--- config.mk ---
export PLATFORM = sky130hd
export DESIGN_NAME = cdg_grad
export DESIGN_NICKNAME = d
export VERILOG_FILES = /design/src/sv/cdg_pkg.sv /design/src/sv/cdg_grad.sv
export VERILOG_INCLUDE_DIRS = /design/src /design/src/sv
export SDC_FILE = /design/constraint.sdc
export NUM_CORES = 1
export LEC_CHECK = 0
export CORE_MARGIN = 5
export CORE_UTILIZATION = 45
export DETAILED_ROUTE_END_ITERATION = 6
export DONT_BUFFER_PORTS = 1
export GPL_ROUTABILITY_DRIVEN = 0
export PLACE_DENSITY = 0.62
export SLEW_MARGIN = 25
export SYNTH_ARGS = -nofsm -noshare
export SYNTH_HDL_FRONTEND = slang
export SYNTH_SLANG_ARGS = --single-unit
--- constraint.sdc ---
create_clock -name clock -period 4.35 [get_ports clock]
set_input_delay 0.6525 -clock clock [delete_from_list [all_inputs] [get_ports clock]]
set_output_delay 0.6525 -clock clock [all_outputs]
set_load 0.005 [all_outputs]
--- src/sv/central_difference_gradient_unit_macros.svh ---
// Assertion macros for the central difference gradient unit.
// Included by the modules that carry concurrent checks; no other dependencies.
`ifndef CENTRAL_DIFFERENCE_GRADIENT_UNIT_MACROS_SVH
`define CENTRAL_DIFFERENCE_GRADIENT_UNIT_MACROS_SVH

// same-cycle implication
`define CDG_ASSERT_IMP(lbl, clk, rst, ante, cons, msg) \
   lbl: assert property (@(posedge clk) disable iff (rst) (ante) |-> (cons)) \
      else $error(msg);

// next-cycle implication
`define CDG_ASSERT_NXT(lbl, clk, rst, ante, cons, msg) \
   lbl: assert property (@(posedge clk) disable iff (rst) (ante) |=> (cons)) \
      else $error(msg);

`endif

--- src/sv/cdg_pkg.sv ---
// Shared types and constants of the central difference gradient unit.
// No dependencies; imported by every module of the block except cdg_ram.
package cdg_pkg;

   localparam int PIXEL_W            = 8;
   localparam int GRAD_W             = 10;
   localparam int CSR_DATA_W         = 11;
   localparam int CSR_INDEX_W        = 2;
   localparam int IMAGE_WIDTH_RESET  = 640;
   localparam int IMAGE_HEIGHT_RESET = 480;

   typedef enum logic {
      ACT_PIXEL = 1'b0,
      ACT_FLUSH = 1'b1
   } cdg_action_type;

   typedef enum logic [CSR_INDEX_W-1:0] {
      CSR_IMAGE_WIDTH  = 2'd0,
      CSR_IMAGE_HEIGHT = 2'd1
   } cdg_csr_type;

   typedef logic signed [GRAD_W-1:0] cdg_grad_type;

   // position and kind of the word accepted this cycle
   typedef struct packed {
      logic active;      // word changes state (not an ignored pixel or flush)
      logic pix_write;   // pixel word stored into the current line
      logic has_result;  // word releases a result
      logic is_drain;    // flush word draining the final row
      logic first_col;
      logic last_col;
      logic w_one;       // frame one pixel wide
      logic row_one;     // pixel belongs to the second row
      logic h_one;       // frame one row high
   } cdg_item_type;

endpackage

--- src/sv/cdg_grad.sv ---
// Gradient datapath: tap registers, one compute stage and the result register.
// Depends on cdg_pkg and the assertion macro header.
`include "central_difference_gradient_unit_macros.svh"

module cdg_grad #(
   parameter int MAX_WIDTH = 1024,
   localparam int XW = $clog2(MAX_WIDTH)
) (
   input  logic                             clock,
   input  logic                             reset,
   input  cdg_pkg::cdg_item_type            item,
   input  logic [XW-1:0]                    col,
   input  logic [cdg_pkg::PIXEL_W-1:0]      pixel,
   input  logic [cdg_pkg::PIXEL_W-1:0]      cur_rdata,
   input  logic [cdg_pkg::PIXEL_W-1:0]      above_rdata,
   output logic                             above_wr_en,
   output logic [XW-1:0]                    above_wr_addr,
   output logic [cdg_pkg::PIXEL_W-1:0]      above_wr_data,
   output logic                             req_stall,
   output logic                             rsp_valid,
   input  logic                             rsp_stall,
   output logic signed [cdg_pkg::GRAD_W-1:0] rsp_grad_x,
   output logic signed [cdg_pkg::GRAD_W-1:0] rsp_grad_y,
   output logic                             rsp_frame_end
);

   import cdg_pkg::*;

   function automatic cdg_grad_type diff(input logic [PIXEL_W-1:0] a,
                                         input logic [PIXEL_W-1:0] b);
      diff = GRAD_W'(a) - GRAD_W'(b);
   endfunction

   function automatic cdg_grad_type dbl(input cdg_grad_type d);
      dbl = {d[GRAD_W-2:0], 1'b0};
   endfunction

   logic               s1_valid_ff, s1_valid_in;
   cdg_item_type       s1_item_ff, s1_item_in;
   logic [XW-1:0]      s1_col_ff, s1_col_in;
   logic [PIXEL_W-1:0] s1_pixel_ff, s1_pixel_in;
   // previous-row taps: mid is the word read one step back, left two steps back
   logic [PIXEL_W-1:0] mid_ff, mid_in;
   logic [PIXEL_W-1:0] left_ff, left_in;
   // one-pixel-wide frames bypass the line buffers
   logic [PIXEL_W-1:0] pix_d1_ff, pix_d1_in;
   logic [PIXEL_W-1:0] pix_d2_ff, pix_d2_in;
   logic [PIXEL_W-1:0] s1_mid1_ff, s1_mid1_in;
   logic [PIXEL_W-1:0] s1_older1_ff, s1_older1_in;
   logic               out_valid_ff, out_valid_in;
   cdg_grad_type       out_gx_ff, out_gx_in;
   cdg_grad_type       out_gy_ff, out_gy_in;
   logic               out_end_ff, out_end_in;

   logic               out_ready;
   logic               s1_move;
   logic [PIXEL_W-1:0] mid;
   logic [PIXEL_W-1:0] older;
   cdg_grad_type       gx;
   cdg_grad_type       gy;

   assign out_ready = !out_valid_ff || !rsp_stall;
   assign s1_move   = s1_valid_ff && out_ready;
   assign req_stall = s1_valid_ff && !out_ready;

   always_comb begin
      mid   = s1_item_ff.w_one ? s1_mid1_ff : mid_ff;
      older = s1_item_ff.w_one ? s1_older1_ff : above_rdata;

      if (s1_item_ff.w_one) begin
         gx = '0;
      end else if (s1_item_ff.first_col) begin
         gx = dbl(diff(cur_rdata, mid));
      end else if (s1_item_ff.last_col) begin
         gx = dbl(diff(mid, left_ff));
      end else begin
         gx = diff(cur_rdata, left_ff);
      end

      if (s1_item_ff.is_drain) begin
         gy = s1_item_ff.h_one ? '0 : dbl(diff(mid, older));
      end else if (s1_item_ff.row_one) begin
         gy = dbl(diff(s1_pixel_ff, mid));
      end else begin
         gy = diff(s1_pixel_ff, older);
      end
   end

   // middle row moves into the older line while the stage holds a pixel word
   assign above_wr_en   = s1_valid_ff && !s1_item_ff.is_drain;
   assign above_wr_addr = s1_col_ff;
   assign above_wr_data = mid;

   always_comb begin
      s1_valid_in  = s1_valid_ff;
      s1_item_in   = s1_item_ff;
      s1_col_in    = s1_col_ff;
      s1_pixel_in  = s1_pixel_ff;
      mid_in       = mid_ff;
      left_in      = left_ff;
      pix_d1_in    = pix_d1_ff;
      pix_d2_in    = pix_d2_ff;
      s1_mid1_in   = s1_mid1_ff;
      s1_older1_in = s1_older1_ff;
      if (s1_move) begin
         s1_valid_in = 1'b0;
      end
      if (item.active) begin
         s1_valid_in  = item.has_result;
         s1_item_in   = item;
         s1_col_in    = col;
         s1_pixel_in  = pixel;
         mid_in       = cur_rdata;
         left_in      = mid_ff;
         s1_mid1_in   = pix_d1_ff;
         s1_older1_in = pix_d2_ff;
      end
      if (item.pix_write) begin
         pix_d1_in = pixel;
         pix_d2_in = pix_d1_ff;
      end
   end

   always_comb begin
      out_valid_in = out_valid_ff;
      out_gx_in    = out_gx_ff;
      out_gy_in    = out_gy_ff;
      out_end_in   = out_end_ff;
      if (s1_move) begin
         out_valid_in = 1'b1;
         out_gx_in    = gx;
         out_gy_in    = gy;
         out_end_in   = s1_item_ff.is_drain && s1_item_ff.last_col;
      end else if (!rsp_stall) begin
         out_valid_in = 1'b0;
      end
   end

   always_ff @(posedge clock) begin
      if (reset) begin
         s1_valid_ff  <= 1'b0;
         out_valid_ff <= 1'b0;
      end else begin
         s1_valid_ff  <= s1_valid_in;
         out_valid_ff <= out_valid_in;
      end
   end

   always_ff @(posedge clock) begin
      s1_item_ff   <= s1_item_in;
      s1_col_ff    <= s1_col_in;
      s1_pixel_ff  <= s1_pixel_in;
      mid_ff       <= mid_in;
      left_ff      <= left_in;
      pix_d1_ff    <= pix_d1_in;
      pix_d2_ff    <= pix_d2_in;
      s1_mid1_ff   <= s1_mid1_in;
      s1_older1_ff <= s1_older1_in;
      out_gx_ff    <= out_gx_in;
      out_gy_ff    <= out_gy_in;
      out_end_ff   <= out_end_in;
   end

   assign rsp_valid     = out_valid_ff;
   assign rsp_grad_x    = out_gx_ff;
   assign rsp_grad_y    = out_gy_ff;
   assign rsp_frame_end = out_end_ff;

   `CDG_ASSERT_NXT(a_s1_fill, clock, reset, item.active && item.has_result, s1_valid_ff, "result word not staged")
   `CDG_ASSERT_NXT(a_s1_hold, clock, reset, s1_valid_ff && out_valid_ff && rsp_stall, s1_valid_ff && $stable(s1_col_ff) && $stable(s1_pixel_ff), "staged word lost under stall")
   `CDG_ASSERT_NXT(a_s1_drain, clock, reset, s1_valid_ff && out_ready, rsp_valid, "staged word did not reach output")

endmodule

Word level (Yosys, flattened, before mapping)
Index checks and enable logic that the tools add are counted.
{"block": "op_classes", "n_mux": 11, "reduce_logical": 11, "add_sub_neg": 6, "eq_ne": 1}
{"operator": "8-bit by 8-bit subtractor with 9-bit output", "count": 6}
{"operator": "10-bit two-way mux", "count": 5}
{"operator": "8-bit two-way mux", "count": 2}
{"operator": "1-bit logical AND", "count": 4}
{"operator": "1-bit logical NOT", "count": 4}
{"operator": "1-bit two-way mux", "count": 4}
{"operator": "3-bit OR reduction", "count": 1}
{"operator": "2-bit by 1-bit inequality test with 1-bit output, second input constant", "count": 1}
{"operator": "2-bit nonzero test", "count": 1}
{"operator": "1-bit logical OR", "count": 1}
{"block": "totals", "wordCells": 49, "regBits": 95}

Logic depth before layout (Yosys ltp)
{"block": "logic_depth", "word_depth": 5, "depth_mapped": 13, "ltp_nobuf": 11}

Worst setup path after synthesis
No wires, ideal clock.
{"block": "synth_timing", "path_kind": "register to register", "from": "register s1_item_ff[2] in the netlist's numbering", "to": "register out_gy_ff[7] (netlist: rsp_grad_y[7]), data pin", "arrival_time_ps": 2964, "stages_incl_launch_ff": 12, "slack_ps": 1112, "path_buffers": 2, "cell_sequence": "edfxtp_1 > clkbuf_1 > buf_2 > mux2i_1 > inv_1 > fa_1 > a211oi_1 > nor2_1 > o21ai_0 > o32ai_1 > o21bai_1 > o311ai_1"}
{"block": "synth_via", "elab_chain_cells": 4, "elab_cells_between_ends": 8, "classes_between": "add/sub: 3; mux: 5"}
{"element": "start: declaration", "line_no": "cdg_grad.sv:39", "source": "cdg_item_type s1_item_ff, s1_item_in;"}
{"element": "start signal: assignment", "line_no": "cdg_grad.sv:150", "source": "s1_item_ff <= s1_item_in;"}
{"element": "8-bit two-way mux (*)", "line_no": "cdg_grad.sv:67", "source": "mid = s1_item_ff.w_one ? s1_mid1_ff : mid_ff;"}
{"element": "net above_wr_data, one bit", "line_no": "cdg_grad.sv:18", "source": "output logic [cdg_pkg::PIXEL_W-1:0] above_wr_data,"}
{"element": "8-bit by 8-bit subtractor with 9-bit output", "line_no": "cdg_grad.sv:31", "source": "diff = GRAD_W'(a) - GRAD_W'(b);"}
{"element": "10-bit two-way mux (on tied branches)", "line_no": "cdg_grad.sv:82, cdg_grad.sv:81"}
{"element": "10-bit two-way mux (*)", "line_no": "cdg_grad.sv:80", "source": "if (s1_item_ff.is_drain) begin"}
{"element": "net gy[7]", "line_no": "cdg_grad.sv:60", "source": "cdg_grad_type gy;"}
{"element": "end signal: assignment", "line_no": "cdg_grad.sv:160", "source": "out_gy_ff <= out_gy_in;"}
{"element": "end: declaration", "line_no": "cdg_grad.sv:52", "source": "cdg_grad_type out_gy_ff, out_gy_in;"}
The timed path passes the listed nets; every way through them passes the cells marked *.
A chain may end at the register's enable or synchronous reset.

Final worst setup path
{"block": "layout_timing", "from": "register s1_item_ff[2] in the netlist's numbering", "to": "register out_gy_ff[9] (netlist: rsp_grad_y[9]), data pin"}
{"block": "layout_via", "elab_chain_cells": 4, "elab_cells_between_ends": 8, "classes_between": "add/sub: 3; mux: 5"}
{"element": "8-bit two-way mux (on tied branches)", "line_no": "cdg_grad.sv:68, cdg_grad.sv:67"}
{"element": "8-bit by 8-bit subtractor with 9-bit output", "line_no": "cdg_grad.sv:31"}
{"element": "10-bit two-way mux (on tied branches)", "line_no": "cdg_grad.sv:82, cdg_grad.sv:81"}
{"element": "10-bit two-way mux (*)", "line_no": "cdg_grad.sv:80"}
{"element": "net gy[9]", "line_no": "cdg_grad.sv:60"}
Marks and branches as above.

==> flow_summary.yaml <==
die:
  ios: 88
  core-area_um2: 11900
  dieArea_um2: 14400
  row_count: 40
  die_w_um: 120
  start_util_pct: 45.6
  die_y_um: 120
clock_tree:
  insertion_delay_ps: 350
  path_clk_slew_ps: 60
  cts_tree: "yes"
  cts_buffers: 9
  cts_resized: 0
  max-clock-path-buffers: 2
  h-tree-depth: 3
  postCtsSetupBuffers: 0
  root_buffer: "clkbuf_16"
  cts_sinks: 95
  cts_hold_buf: 0
global_route:
  antenna_found_initial: 0
  first_global_vias: 3703
  grt_max_degree: 58
  grt_pass1_wl_um: 19900
  grt.overflow.total: 0
  grt_usage_pct: 18.1
logic_synthesis:
  yosysWarnings: 0
  ys_seq_elements: 95
  synthCells: 445
  synth.net_count: 548
  synth_cell_types: 51
  synth_area_leader_cell: "edfxtp_1"
  avgSynthCellArea_um2: 12.2
  yosys_most_used_dff: "edfxtp_1"
  synth_edf_count: 93
  yosysTopAreaCellShare_pct: 51.4
  synth_area_leaders: "edfxtp_1 51%, ha_1 12%, mux2i_1 3.5%, o21ai_0 2.3%, xnor2_1 2.3%"
  ys_seq_area_share_pct: 52.1
  async_flop_share_pct: 0
  syn-cell-area_um2: 5440
final_layout:
  fin_cells: 601
  final_util_pct: 49.3
  drive_gt1_share_pct: 5.51
  antenna_cells: 0
  final_cell_mix: "93 x edfxtp_1, 51 x ha_1, 32 x inv_1"
  final_common_cell: "edfxtp_1"
  fill_cells: 1029
  fin_nets: 554
  syn2layout_area_growth_pct: 8.06
timing:
  timing.fmax_ghz: 0.304
  slew_viol_final: 0
  worst_pin_slew_ps: 769
  setup_tns_ps: 0
  hold_viol_final: 0
  setup_viol: 0
  fin_crit_ps: 3290
  layout_worst_path_cycle_share_pct: 75.7
  relSlewSlack_pct: 48.7
  finalWorstSetupSlack_ps: 1060
  finClkSkew_ps: 7.14
  rsz0062_at_grt: "no"
  whs_ps: 373
critical_path:
  cp.required_ps: 4560
  criticalPathCategory: "flop to flop"
  crit_path_end_kind: "flop"
  critPathMaxFanout: 11
  start_kind: "flop"
  path_cells: "mux2i_1 > ha_1 > inv_1 > fa_1 > a211oi_1 > nor2_1 > o21ai_0 > a21oi_1 > or3_1 > nand4_1"
  cpPeakStageDelay_ps: 740
  crit_arrival_ps: 3500
  crit_path_top_delay_cell: "edfxtp_1"
drt:
  drc: 0
  drt_iter0_markers: 296
  vias_per_cell: 5.87
  firstDrtPassIters: 4
  finalWirelength_um: 12600
  routedWlPerCell_um: 20.9
  vias: 3530
  drtAntennaViolNets: 0
place:
  placed_cells: 587
  dpl_worst_slack_ps: 1080
  dpl.hpwl_um: 9590
  port_buffers: 0
power_and_ir_drop:
  power_frac_seq_pct: 47.1
  power_per_cell_area_nw_per_um2: 410
  p_leak_nw: 2.26
  clock_power_share_pct: 29.5
  p_int_mw: 1.72
  switching_power_mw: 0.692
  swShare_pct: 28.7
  p_comb_share_pct: 23.4
  vdd_drop_max_uv: 242
hold_path:
  hold_path.class: "input pin to flop"
flow_run:
  drv_cap: 0
outcome:
  outcome: "completed"
worst max-delay path, delay by kind of cell (launching register included):
family	cells	cell delay [ps]
and+or+nand+nor	3	550
buffers and inverters	1	50
DFF	1	740
muxes	1	470
adders and majority gates	2	670
AOI/OAI and AO/OA	3	690
final cells by class:
type	instances	area (µm²)	area share, %
Sequential cell	95	2830	48.2
Timing Repair Buffer	3	22.5	0.383
Inverter	33	124	2.11
Clock inverter	5	36.3	0.618
Multi-Input combinational cell	309	2450	41.7
Clock buffer	9	225	3.83
Tap cell	147	184	3.13
routing by layer:
layer / up-vias / wire length [µm] / global-route usage (%)
met5: - / 0 / 0
met4: 0 / 209 / 6.30
met3: 18 / 909 / 5.61
met2: 117 / 6150 / 30.0
met1: 1695 / 5280 / 22.5
li1: 1700 / - / -
flip-flops by register name, summed over array words and instances, names as in the netlist:
signal	flops
pix_d2_ff	8
s1_valid_ff	1
s1_mid1_ff	8
rsp_grad_x	10
rsp_valid	1
s1_older1_ff	8
rsp_frame_end	1
above_wr_addr	10
pix_d1_ff	8
left_ff	8
s1_pixel_ff	8
mid_ff	8
s1_item_ff	6
rsp_grad_y	10
synth_stat cells, drive strengths merged, types with 2 or more instances:
| cell type | count |
|---|---|
| o31a | 3 |
| xor2 | 9 |
| o221ai | 3 |
| nor4b | 3 |
| nand3b | 2 |
| nor2 | 23 |
| inv | 32 |
| or4b | 2 |
| a211oi | 15 |
| xnor2 | 14 |
| o21a | 7 |
| ha | 51 |
| o21ai | 27 |
| nand3 | 5 |
| edfxtp | 93 |
| mux2i | 19 |
| nand2b | 15 |
| a21o | 6 |
| dfxtp | 2 |
| mux2 | 2 |
| o21bai | 3 |
| o31ai | 2 |
| fa | 6 |
| a2111o | 3 |
| nand2 | 16 |
| nor2b | 5 |
| a21boi | 2 |
| o22ai | 2 |
| clkbuf | 5 |
| nor3 | 7 |
| o211ai | 5 |
| or3 | 7 |
| a221oi | 3 |
| and3 | 2 |
| a31oi | 4 |
| a21oi | 22 |
| buf | 3 |
| nor3b | 5 |
| a22oi | 2 |
power groups by stage:
| stage | registers [mW] | logic, mW | clock network (mW) |
|---|---|---|---|
| CTS | 1.14 | 0.562 | 0.734 |
| finish | 1.14 | 0.564 | 0.710 |
| global route | 1.14 | 0.627 | 0.784 |
| detailed placement | 1.15 | 0.559 | 0 |
| floorplan | 1.13 | 0.449 | 0 |
| global placement | 1.15 | 0.538 | 0 |
worst paths after layout:
| path | from | to | slack, ps | depth (start not counted) |
|---|---|---|---|---|
| max | s1_item_ff[2] | rsp_grad_y[9] | 1060 | 10 |
| min | reset | s1_valid_ff | 370 | 1 |
| max reg2reg | s1_item_ff[2] | rsp_grad_y[9] | 1060 | 10 |
| min reg2reg | pix_d2_ff[2] | s1_older1_ff[2] | 420 | 0 |
metrics by stage:
step                total power [mW]  instance area, µm²
floorplan                       1.58                5440
global placement                1.69                5610
detailed placement              1.71                5610
CTS                             2.43                5870
global route                    2.55                5870
finish                          2.41                5870
cells by family (layout without fill, tap and decap cells):
family	count (synthesis)	in the layout	synth area share, %
simple gates	96	96	9.55
mux	21	21	3.91
fa+ha+maj	57	57	14.0
buf+inv	41	50	2.90
compound gates	112	112	13.9
xor+xnor	23	23	3.71
flops	95	95	52.1
Power figures use the tool's default switching activity.
