**src/sv/central_difference_gradient_unit_macros.svh**
```systemverilog
// Assertion macros for the central difference gradient unit.
// Included by the modules that carry concurrent checks; no other dependencies.
`ifndef CENTRAL_DIFFERENCE_GRADIENT_UNIT_MACROS_SVH
`define CENTRAL_DIFFERENCE_GRADIENT_UNIT_MACROS_SVH

// same-cycle implication
`define CDG_ASSERT_IMP(lbl, clk, rst, ante, cons, msg) \
   lbl: assert property (@(posedge clk) disable iff (rst) (ante) |-> (cons)) \
      else $error(msg);

// next-cycle implication
`define CDG_ASSERT_NXT(lbl, clk, rst, ante, cons, msg) \
   lbl: assert property (@(posedge clk) disable iff (rst) (ante) |=> (cons)) \
      else $error(msg);

`endif

```
**src/sv/cdg_pkg.sv**
```systemverilog
// Shared types and constants of the central difference gradient unit.
// No dependencies; imported by every module of the block except cdg_ram.
package cdg_pkg;

   localparam int PIXEL_W            = 8;
   localparam int GRAD_W             = 10;
   localparam int CSR_DATA_W         = 11;
   localparam int CSR_INDEX_W        = 2;
   localparam int IMAGE_WIDTH_RESET  = 640;
   localparam int IMAGE_HEIGHT_RESET = 480;

   typedef enum logic {
      ACT_PIXEL = 1'b0,
      ACT_FLUSH = 1'b1
   } cdg_action_type;

   typedef enum logic [CSR_INDEX_W-1:0] {
      CSR_IMAGE_WIDTH  = 2'd0,
      CSR_IMAGE_HEIGHT = 2'd1
   } cdg_csr_type;

   typedef logic signed [GRAD_W-1:0] cdg_grad_type;

   // position and kind of the word accepted this cycle
   typedef struct packed {
      logic active;      // word changes state (not an ignored pixel or flush)
      logic pix_write;   // pixel word stored into the current line
      logic has_result;  // word releases a result
      logic is_drain;    // flush word draining the final row
      logic first_col;
      logic last_col;
      logic w_one;       // frame one pixel wide
      logic row_one;     // pixel belongs to the second row
      logic h_one;       // frame one row high
   } cdg_item_type;

endpackage

```
**src/sv/cdg_ctrl.sv**
```systemverilog
// Frame geometry registers and raster position counters.
// Depends on cdg_pkg and the assertion macro header.
`include "central_difference_gradient_unit_macros.svh"

module cdg_ctrl #(
   parameter int MAX_WIDTH  = 1024,
   parameter int MAX_HEIGHT = 1024,
   localparam int XW = $clog2(MAX_WIDTH)
) (
   input  logic                              clock,
   input  logic                              reset,
   input  logic                              accept,
   input  logic                              action,
   input  logic                              csr_wr_en,
   input  logic [cdg_pkg::CSR_INDEX_W-1:0]   csr_index,
   input  logic [cdg_pkg::CSR_DATA_W-1:0]    csr_data,
   output cdg_pkg::cdg_item_type             item,
   output logic [XW-1:0]                     col,
   output logic [XW-1:0]                     next_col
);

   import cdg_pkg::*;

   localparam int YW    = $clog2(MAX_HEIGHT);
   localparam int W_RST = (IMAGE_WIDTH_RESET > MAX_WIDTH) ? MAX_WIDTH : IMAGE_WIDTH_RESET;
   localparam int H_RST = (IMAGE_HEIGHT_RESET > MAX_HEIGHT) ? MAX_HEIGHT : IMAGE_HEIGHT_RESET;

   // dimensions are kept as (size - 1), clamped to 1..MAX
   logic [XW-1:0] width_m1_ff, width_m1_in;
   logic [YW-1:0] height_m1_ff, height_m1_in;
   logic [XW-1:0] col_ff, col_in;
   logic [YW-1:0] row_ff, row_in;
   logic          draining_ff, draining_in;
   logic [XW-1:0] csr_w_m1;
   logic [YW-1:0] csr_h_m1;
   logic          is_pix;

   always_comb begin
      if (csr_data == '0) begin
         csr_w_m1 = '0;
      end else if (32'(csr_data) > 32'(MAX_WIDTH)) begin
         csr_w_m1 = XW'(MAX_WIDTH - 1);
      end else begin
         csr_w_m1 = XW'(csr_data - CSR_DATA_W'(1));
      end
      if (csr_data == '0) begin
         csr_h_m1 = '0;
      end else if (32'(csr_data) > 32'(MAX_HEIGHT)) begin
         csr_h_m1 = YW'(MAX_HEIGHT - 1);
      end else begin
         csr_h_m1 = YW'(csr_data - CSR_DATA_W'(1));
      end
   end

   always_comb begin
      is_pix          = (action == ACT_PIXEL);
      item.active     = accept && (is_pix ? !draining_ff : draining_ff);
      item.pix_write  = item.active && is_pix;
      item.has_result = item.active && (draining_ff || row_ff != '0);
      item.is_drain   = draining_ff;
      item.first_col  = (col_ff == '0);
      item.last_col   = (col_ff == width_m1_ff);
      item.w_one      = (width_m1_ff == '0);
      item.row_one    = (row_ff == YW'(1));
      item.h_one      = (height_m1_ff == '0);
   end

   assign col      = col_ff;
   assign next_col = item.last_col ? '0 : col_ff + XW'(1);

   always_comb begin
      width_m1_in  = width_m1_ff;
      height_m1_in = height_m1_ff;
      col_in       = col_ff;
      row_in       = row_ff;
      draining_in  = draining_ff;
      if (csr_wr_en) begin
         case (cdg_csr_type'(csr_index))
            CSR_IMAGE_WIDTH: begin
               width_m1_in = csr_w_m1;
               col_in      = '0;
               row_in      = '0;
               draining_in = 1'b0;
            end
            CSR_IMAGE_HEIGHT: begin
               height_m1_in = csr_h_m1;
               col_in       = '0;
               row_in       = '0;
               draining_in  = 1'b0;
            end
            default: begin
               col_in = col_ff;
            end
         endcase
      end else if (item.active) begin
         if (!item.last_col) begin
            col_in = next_col;
         end else if (item.is_drain) begin
            // last word of the frame
            col_in      = '0;
            row_in      = '0;
            draining_in = 1'b0;
         end else begin
            col_in = '0;
            if (row_ff == height_m1_ff) begin
               row_in      = '0;
               draining_in = 1'b1;
            end else begin
               row_in = row_ff + YW'(1);
            end
         end
      end
   end

   always_ff @(posedge clock) begin
      if (reset) begin
         width_m1_ff  <= XW'(W_RST - 1);
         height_m1_ff <= YW'(H_RST - 1);
         col_ff       <= '0;
         row_ff       <= '0;
         draining_ff  <= 1'b0;
      end else begin
         width_m1_ff  <= width_m1_in;
         height_m1_ff <= height_m1_in;
         col_ff       <= col_in;
         row_ff       <= row_in;
         draining_ff  <= draining_in;
      end
   end

   `CDG_ASSERT_IMP(a_col_in_range, clock, reset, 1'b1, col_ff <= width_m1_ff, "column past row end")
   `CDG_ASSERT_IMP(a_drain_row_zero, clock, reset, draining_ff, row_ff == '0, "row set while draining")
   `CDG_ASSERT_NXT(a_drain_restart, clock, reset, item.active && item.is_drain && item.last_col && !csr_wr_en, !draining_ff && col_ff == '0, "frame not restarted after last drain word")

endmodule

```
**config.mk**
```make
export PLATFORM = sky130hd
export DESIGN_NAME = cdg_ctrl
export DESIGN_NICKNAME = d
export VERILOG_FILES = /design/src/sv/cdg_pkg.sv /design/src/sv/cdg_ctrl.sv
export VERILOG_INCLUDE_DIRS = /design/src /design/src/sv
export SDC_FILE = /design/constraint.sdc
export NUM_CORES = 1
export LEC_CHECK = 0
export ABC_AREA = 1
export BUFFER_PORTS_ARGS = -buffer_cell sky130_fd_sc_hd__buf_4
export CORE_AREA = 2 2 85 87
export CTS_BUF_LIST = sky130_fd_sc_hd__clkbuf_16
export CTS_CLUSTER_SIZE = 12
export DETAILED_ROUTE_END_ITERATION = 12
export DIE_AREA = 0 0 87 89
export PLACE_DENSITY = 0.59
export SKIP_LAST_GASP = 1
export SLEW_MARGIN = 20
export SYNTH_ARGS = -nofsm -noshare
export SYNTH_HDL_FRONTEND = slang
export SYNTH_SLANG_ARGS = --single-unit
```
**constraint.sdc**
```tcl
create_clock -name clock -period 1.3 [get_ports clock]
set_input_delay 0.13 -clock clock [delete_from_list [all_inputs] [get_ports clock]]
set_output_delay 0.13 -clock clock [all_outputs]
set_load 0.005 [all_outputs]
```
==> Word level (Yosys, flattened, before mapping) <==
Cells that the tools add are included.
W data, S select, Z words.
{ "totals": {"input_bits": 18, "ff_bits": 41, "output_inout_bits": 29} }
{ "op_classes": {"n_reduce_logical": 18, "n_mux": 19, "magnitude_cmp": 1, "bitwise": 1, "add_sub_neg": 3, "n_eq_ne": 5} }
{ "op_table": {"columns": ["op", "n"], "rows": [
  ["$mux W10", 12],
  ["$logic_not A10 Y1", 3],
  ["$add A10 B1 Y10 const B", 2],
  ["$eq A10 B10 Y1", 2],
  ["$gt A11 B11 Y1 const B", 1],
  ["$logic_not A11 Y1", 1],
  ["$eq A10 B1 Y1 const B", 1],
  ["$reduce_bool A10 Y1", 1],
  ["$sub A10 B1 Y10 const B", 1],
  ["$mux W1", 7],
  ["$reduce_and A2 Y1", 3],
  ["$reduce_bool A2 Y1", 2],
  ["$logic_and A1 B1 Y1", 3],
  ["$reduce_and A3 Y1", 1],
  ["$eq A2 B1 Y1 const B", 1],
  ["$logic_not A2 Y1", 1],
  ["$ne A2 B2 Y1 const B", 1],
  ["$reduce_or A2 Y1", 1],
  ["$logic_not A1 Y1", 1],
  ["$logic_or A1 B1 Y1", 1],
  ["$not A1 Y1", 1]
]} }

==> Logic depth before layout (Yosys ltp) <==
Gate-level depths: netlist of run 1.
{ "depth": {"depth_word": 6, "ltp_mapped": 12, "ltp_nobuf": 11} }

==> Least setup slack after synthesis of run 1 <==
OpenSTA, ideal clock, no wires.
{ "synth_path": {"path_kind": "reg-to-reg", "start": "register col_ff[2], in the netlist col[2]", "end": "register col_ff[8], in the netlist col[8]", "path_buffers": 1, "t_required_ns": 1.165, "slack_ns": -0.158, "stages_incl_launch_ff": 13, "t_arrival_ns": 1.322, "cell_sequence": "dfxtp_1 buf_2 inv_1 nand2_1 nand2_1 nor2_1 nand2_1 nor2_4 nand2_1 inv_2 nor2_1 nand2_1 a21oi_1"} }
{ "synth_rtl": {"columns": ["item", "line_no", "text"], "rows": [
  ["start: declaration", "cdg_ctrl.sv:31", "logic [XW-1:0] col_ff, col_in;"],
  ["start signal: assignment", "cdg_ctrl.sv:125", "col_ff <= col_in;"]
]} }

==> Worst setup path after layout of run 1 <==
{ "layout_path": {"start": "register col_ff[2], in the netlist col[2]", "end": "output next_col[6]"} }
{ "layout_between": {"elab_chain_cells": 2, "elab_cells_between_ends": 3} }
{ "layout_lines": {"columns": ["item", "line_no", "text"], "rows": [
  ["$add A10 B1 Y10 / $eq A10 B10 Y1 (equally long branches)", "cdg_ctrl.sv:69, cdg_ctrl.sv:62", null],
  ["$mux W10 *", "cdg_ctrl.sv:69", "assign next_col = item.last_col ? '0 : col_ff + XW'(1);"],
  ["end: declaration", "cdg_ctrl.sv:19", "output logic [XW-1:0] next_col"]
]} }
Every way passes the cells marked *; elsewhere a longest branch is shown, timed or not.

==> impl_metrics.yaml, run 1 <==
global_route:
  grt_pass1_vias: 3077
  antenna_found_initial: 0
  track_usage: 0.229
  gr-total-overflow: 0
  grt_pass1_wl_um: 14200
  grt_max_degree: 18
clocking:
  clockRootBuffer: "clkbuf_16"
  clock_latency_ns: 0.28
  clkTransAtPathRegs_ns: 0.06
  clock_path_buffers: 2
  cts.sinks: 41
  cts_tree: "yes"
  hold_buffers: 0
  cts-htree-levels: 2
  cts_made_buffers: 5
placed_design:
  postPlaceCellArea_mm2: 0.00377
  globalplace.congestion: 0.861
  dpl.hpwl_um: 6180
  port_buffers: 46
pwr:
  power_frac_comb: 0.177
  pwr-share-seq: 0.432
  p_int_mw: 2.24
  power_density_mw_per_mm2: 671
  clkPwrFrac: 0.391
  switching_power_mw: 0.815
  power.leakage_nw: 2.21
  swShare: 0.266
  ir_worst_vdd_v: 0.000715
die:
  start_util: 0.394
  die_w_um: 87
  ios: 47
  die-area_mm2: 0.00774
  die_h_um: 89
  num_rows: 30
  core-area_mm2: 0.00672
routing:
  drt_iter0_drc: 157
  wl_per_cell_um: 13.4
  totalWireLength_um: 8920
  dr_wl_met3_um: 393
  dr.pass1.iters: 4
  highest_layer: "met4"
  routed_via_density: 5.01
  vias: 3334
  wl_met2_um: 4370
  ant_nets: 0
  drt-met1-wl_um: 4090
  route.detailed.drc: 0
final_layout:
  fill_cells: 567
  insertedDiodeCount: 0
  layout-drive-gt1-share: 0.494
  final_cell_area_mm2: 0.00456
  post-route-util: 0.678
  nets: 608
  area_delta_synth_final_pct: 71.9
timing:
  rsz0062_at_grt: "true"
  fin_crit_sh: 1.32
  setup_slack_ns: -0.417
  finalHoldViolCount: 0
  hold_slack_ns: 0.171
  tns_ns: -9.78
  setup_viol: 39
  maxSlewViolCount: 0
  fin_skew_ns: 0.00728
  finalCriticalPeriod_ns: 1.72
  relSlewSlack: 0.706
  worst-slew-pin-transition_ns: 0.440
  clock.fmax_mhz: 582
logic_synthesis:
  synth_edf_count: 0
  netlist_area_mm2: 0.00265
  async_flop_share: 0
  synth_warnings: 0
  yosysMostFrequentCell: "nand2_1"
  syn_inst: 432
  ys_seq_area_frac: 0.310
  netlist_top_cells_count: "nand2_1, inv_1, nor2_1"
  synth_top_flop_cell: "dfxtp_1"
  synth_cell_type_count: 29
  yosys_register_bits: 41
  synth_top_area_share: 0.310
  synth_nets: 456
  synth.area.top_cells: "dfxtp_1, nand2_1, inv_1"
  yosys.area.top_type: "dfxtp_1"
  syn_avg_cell_area_um2: 6.13
setup_path:
  worstPathRequired_ns: 1.17
  end_kind: "output port"
  path_class: "reg -> out"
  path_max_fanout: 6
  worstPathArrival_ns: 1.59
  start_kind: "flop"
worst_hold_path:
  hold_class: "in -> reg"
status:
  status: "finished, violations left"
  violations: "negative setup slack"
flow_run:
  maxCapViolations: 0
==> layer usage <==
layer	GRT usage	vias to the layer above
met5	0	-
met4	0.0455	0
met3	0.0277	7
met2	0.393	101
met1	0.311	1542
li1	-	1684
==> flip-flops by register name, summed over array words and instances (netlist names) <==
register      cells
height_m1_ff     10
col              10
row_ff           10
width_m1_ff      10
draining_ff       1
==> worst max-delay path, stage by stage, from the launching register on <==
cell and delay, ns:
dfxtp_4 0.38, buf_6 0.13, nand4_1 0.17, buf_4 0.20, o21ai_2 0.12, nand2_2 0.07, nor2_2 0.12, buf_4 0.11
==> repair_timing <==
action,CTS,global route
pin swaps,22,37
buffers inserted,18,5
hold endpoints to repair,0,0
cloned,1,3
endpoints found under the setup margin,39,50
gates resized for setup,83,68
==> cells by family after synthesis <==
| logic type | share of synthesized area |
|---|---|
| buffers and inverters | 0.109 |
| flip-flops | 0.310 |
| AND/OR/NAND/NOR | 0.371 |
| XOR/XNOR | 0.0430 |
| adder cells (fa/ha/maj) | 0.0283 |
| AO/OA/AOI/OAI | 0.139 |
==> layout make-up <==
| cell class | count | area [um^2] | area share |
|---|---|---|---|
| Multi-Input combinational cell | 323 | 1980 | 0.435 |
| Timing Repair Buffer | 151 | 1230 | 0.270 |
| Sequential cell | 41 | 858 | 0.188 |
| Inverter | 62 | 248 | 0.0544 |
| Clock buffer | 5 | 125 | 0.0275 |
| Tap cell | 80 | 100 | 0.0220 |
| Clock inverter | 3 | 13.8 | 0.00302 |
==> power by group through the flow <==
stage          Sequential (mW)  Clock (mW)  Combinational (mW)
4_1_cts                   1.32        1.22               0.489
3_5_place_dp              1.35           0               0.450
6_report                  1.32        1.19               0.541
3_3_place_gp              1.35           0               0.445
5_1_grt                   1.33        1.27               0.597
2_1_floorplan             1.34           0               0.222
==> worst paths after layout <==
| path | from | endpoint | slack, ns | cells past startpoint |
|---|---|---|---|---|
| max | col[2]$_SDFFE_PP0P_ | next_col[6] | -0.42 | 7 |
| min | reset | col[5]$_SDFFE_PP0P_ | 0.17 | 2 |
| max reg2reg | col[5]$_SDFFE_PP0P_ | row_ff[1]$_SDFFE_PP0P_ | -0.31 | 9 |
| min reg2reg | width_m1_ff[9]$_SDFFE_PP1P_ | width_m1_ff[9]$_SDFFE_PP1P_ | 0.51 | 2 |
==> metrics by stage <==
stage | total power [mW] | setup WS, ns | std cells
after floorplan | 1.57 | -0.120 | 432
after global routing | 3.19 | -0.519 | 665
final | 3.06 | -0.417 | 665
after CTS | 3.03 | -0.391 | 659
after global placement | 1.79 | -0.217 | 637
after detailed placement | 1.80 | -0.255 | 637
==> layout by cell type (no fill, tap or decap), types with 2 or more instances in the layout <==
master / synthesis / routed
a21oi_1: 36 / 27
a21oi_2: 3 / 12
a31oi_1: 2 / 2
buf_4: 1 / 128
buf_6: 0 / 22
clkbuf_16: 0 / 5
clkinv_2: 0 / 2
dfxtp_1: 41 / 19
dfxtp_2: 0 / 18
dfxtp_4: 0 / 4
ha_2: 0 / 3
ha_4: 0 / 2
inv_1: 58 / 45
inv_2: 4 / 16
nand2_1: 120 / 95
nand2_2: 0 / 20
nand2_4: 1 / 7
nand2_8: 0 / 2
nand3_1: 33 / 20
nand3_2: 1 / 14
nand4_1: 7 / 7
nor2_1: 54 / 39
nor2_2: 2 / 7
nor2_4: 1 / 11
nor3_1: 3 / 2
nor4_2: 0 / 2
nor4_4: 0 / 2
o21ai_0: 28 / 21
o21ai_1: 0 / 3
o21ai_2: 1 / 5
xnor2_1: 4 / 4
xor2_1: 9 / 9
No activity file was read; power rests on OpenSTA's default activity.
==> inputs of run 2 (changes only) <==
--- a/config.mk
+++ b/config.mk
@@ -6,13 +6,12 @@
 export SDC_FILE = /design/constraint.sdc
 export NUM_CORES = 1
 export LEC_CHECK = 0
-export ABC_AREA = 1
 export BUFFER_PORTS_ARGS = -buffer_cell sky130_fd_sc_hd__buf_4
-export CORE_AREA = 2 2 85 87
+export CORE_AREA = 2 2 84 86
 export CTS_BUF_LIST = sky130_fd_sc_hd__clkbuf_16
 export CTS_CLUSTER_SIZE = 12
 export DETAILED_ROUTE_END_ITERATION = 12
-export DIE_AREA = 0 0 87 89
+export DIE_AREA = 0 0 86 88
 export PLACE_DENSITY = 0.59
 export SKIP_LAST_GASP = 1
 export SLEW_MARGIN = 20
==> run 2 against run 1 <==
Against the previous run: the flow still finishes with violations (negative setup slack); register-to-register slack lost 0.22 ns; sequential share of layout area shrank 0.60 points; worst hold slack lost 0.017 ns; clock skew shrank 0.00065 ns; combinational power grew 0.7%; global-route usage shrank 1.3 points; total power grew 5.5%; clock power grew 16%; largest power group is now clock.
==> impl_metrics.yaml, run 2 <==
status:
  status: "finished, violations left"
  violations: "negative setup slack"
setup_path:
  start_kind: "flop"
  cp_slowest_cell: "dfxtp_2"
  cp_common_cell: "buf_6"
  cp.depth: 9
  cpPeakStageDelay_ns: 0.34
  cp_top_family: "buffers and inverters"
  path_class: "reg -> out"
  worst_r2r_endpoint: "row_ff[2]$_SDFFE_PP0P_"
  path_cells: "xnor2_2, nand4_1, buf_6, nor3_4, buf_6, buf_12, buf_12, nor2_4, buf_6"
  cp-endpoint: "next_col[3]"
  critical_path_buf_inv_count: 5
  path_max_fanout: 5
  rrSetupSlack_ns: -0.53
  startpoint: "width_m1_ff[3]$_SDFFE_PP1P_"
  worstPathArrival_ns: 1.77
  end_kind: "output port"
  reg2reg_depth: 8
  worstReg2RegStart: "width_m1_ff[3]$_SDFFE_PP1P_"
  worstPathRequired_ns: 1.17
placed_design:
  postPlaceCellArea_mm2: 0.00386
  port_buffers: 46
  placedCellCount: 519
  globalplace.congestion: 0.832
  dpl.hpwl_um: 5870
logic_synthesis:
  syn_avg_cell_area_um2: 8.08
  yosysMostFrequentCell: "dfxtp_1"
  synth_top_flop_cell: "dfxtp_1"
  yosys.area.top_type: "dfxtp_1"
  yosys_register_bits: 41
  synth_nets: 344
  syn_inst: 320
  synth.area.top_cells: "dfxtp_1, xnor2_1, nor2_1"
  synth_edf_count: 0
  synth_top_area_share: 0.318
  netlist_area_mm2: 0.00258
  synth_warnings: 0
  ys_seq_area_frac: 0.318
  synth_cell_type_count: 53
  async_flop_share: 0
  netlist_top_cells_count: "dfxtp_1, nor2_1, xnor2_1"
routing:
  dr.pass1.iters: 4
  vias: 2898
  wl_per_cell_um: 15.1
  totalWireLength_um: 8290
  drt_iter0_drc: 57
  route.detailed.drc: 0
  routed_via_density: 5.29
  ant_nets: 0
die:
  die-area_mm2: 0.00757
  ios: 47
  die_h_um: 88
  start_util: 0.389
  die_w_um: 86
  core-area_mm2: 0.00664
  num_rows: 30
timing:
  finalCriticalPeriod_ns: 1.90
  finalHoldViolCount: 0
  tns_ns: -21.63
  clock.fmax_mhz: 528
  setup_slack_ns: -0.596
  rsz0062_at_grt: "true"
  fin_skew_ns: 0.00663
  relSlewSlack: 0.574
  setup_viol: 59
  fin_crit_sh: 1.46
  maxSlewViolCount: 0
  worst-slew-pin-transition_ns: 0.636
flow_run:
  maxCapViolations: 0
clocking:
  cts-htree-levels: 2
  cts.sinks: 41
  clock_latency_ns: 0.28
  cts_made_buffers: 5
  clock_path_buffers: 2
  clkTransAtPathRegs_ns: 0.06
  cts_tree: "yes"
  clockRootBuffer: "clkbuf_16"
worst_hold_path:
  hold_class: "in -> reg"
final_layout:
  multiInputGateArea_mm2: 0.00213
  layout-drive-gt1-share: 0.579
  fill_cells: 526
  layout_common_cells: "buf_4, buf_6, dfxtp_2, xnor2_1"
  mostFrequentLayoutCell: "buf_4"
  final-seq-area_um2: 857
  insertedDiodeCount: 0
  nets: 491
  final_cell_area_mm2: 0.00470
  area_delta_synth_final_pct: 81.8
  final_cells: 548
pwr:
  ir_worst_vdd_v: 0.000512
  power_density_mw_per_mm2: 687
  power.leakage_nw: 2.00
global_route:
  grt_pass1_wl_um: 13000
  grt_pass1_vias: 2840
  antenna_found_initial: 0
  grt_max_degree: 26
  gr-total-overflow: 0
  track_usage: 0.216
run 2: kinds of logic after synthesis:
| family | count (synthesis) | share of synthesized area |
|---|---|---|
| buffers and inverters | 29 | 0.0479 |
| and+or+nand+nor | 136 | 0.292 |
| DFF | 41 | 0.318 |
| adders and majority gates | 6 | 0.0290 |
| muxes | 1 | 0.00436 |
| AOI/OAI and AO/OA | 73 | 0.194 |
| xor gates and xnor gates | 34 | 0.115 |
run 2: metrics by stage:
stage          hold WS (ns)  worst slack, ns  utilization  power [mW]
6_report              0.155           -0.596        0.707        3.23
5_1_grt               0.169           -0.688        0.707        3.34
4_1_cts               0.142           -0.698        0.666        3.19
3_5_place_dp          0.426           -0.581        0.581        1.77
3_3_place_gp          0.431           -0.529        0.581        1.76
2_1_floorplan         0.291           -0.457            -        1.53
run 2: worst min-delay path, delay by kind of cell:
| family | cells | cell delay (ns) |
|---|---|---|
| buf+inv | 2 | 0.22 |
| simple gates | 1 | 0.05 |
run 2: timing repair:
item,in CTS,in global routing
cloned,2,1
pin swaps,28,25
setup buffers,9,13
gates resized for setup,74,53
setup endpoints to repair,59,59
hold buffers,0,0
run 2: power by group:
part           switching (mW)  internal [mW]  total, mW
sequential             0.0236           1.28       1.30
clock                   0.488          0.892       1.38
combinational           0.254          0.291      0.545
run 2: cell type report:
type,instances,share of cell area
Inverter,12,0.0146
Multi-Input combinational cell,251,0.454
Timing Repair Buffer,156,0.293
Tap cell,80,0.0213
Sequential cell,41,0.182
Clock inverter,3,0.00799
Clock buffer,5,0.0266
run 2: worst min path at each step:
| stage | start | end | slack, ns | cells past startpoint |
|---|---|---|---|---|
| final | reset | col[0]$_SDFFE_PP0P_ | 0.15 | 3 |
| after global routing | reset | col[0]$_SDFFE_PP0P_ | 0.17 | 3 |
| after CTS | reset | col[0]$_SDFFE_PP0P_ | 0.14 | 3 |
| after detailed placement | reset | col[0]$_SDFFE_PP0P_ | 0.43 | 3 |
| after global placement | reset | col[0]$_SDFFE_PP0P_ | 0.43 | 3 |
| after floorplan | action | item[7] | 0.29 | 1 |
run 2: per-layer routing:
layer	track usage	wire length (um)	up-vias
met4	0.0722	168	0
met1	0.280	3670	1360
li1	-	-	1455
met2	0.370	4170	67
met3	0.0311	293	16
met5	0	0	-
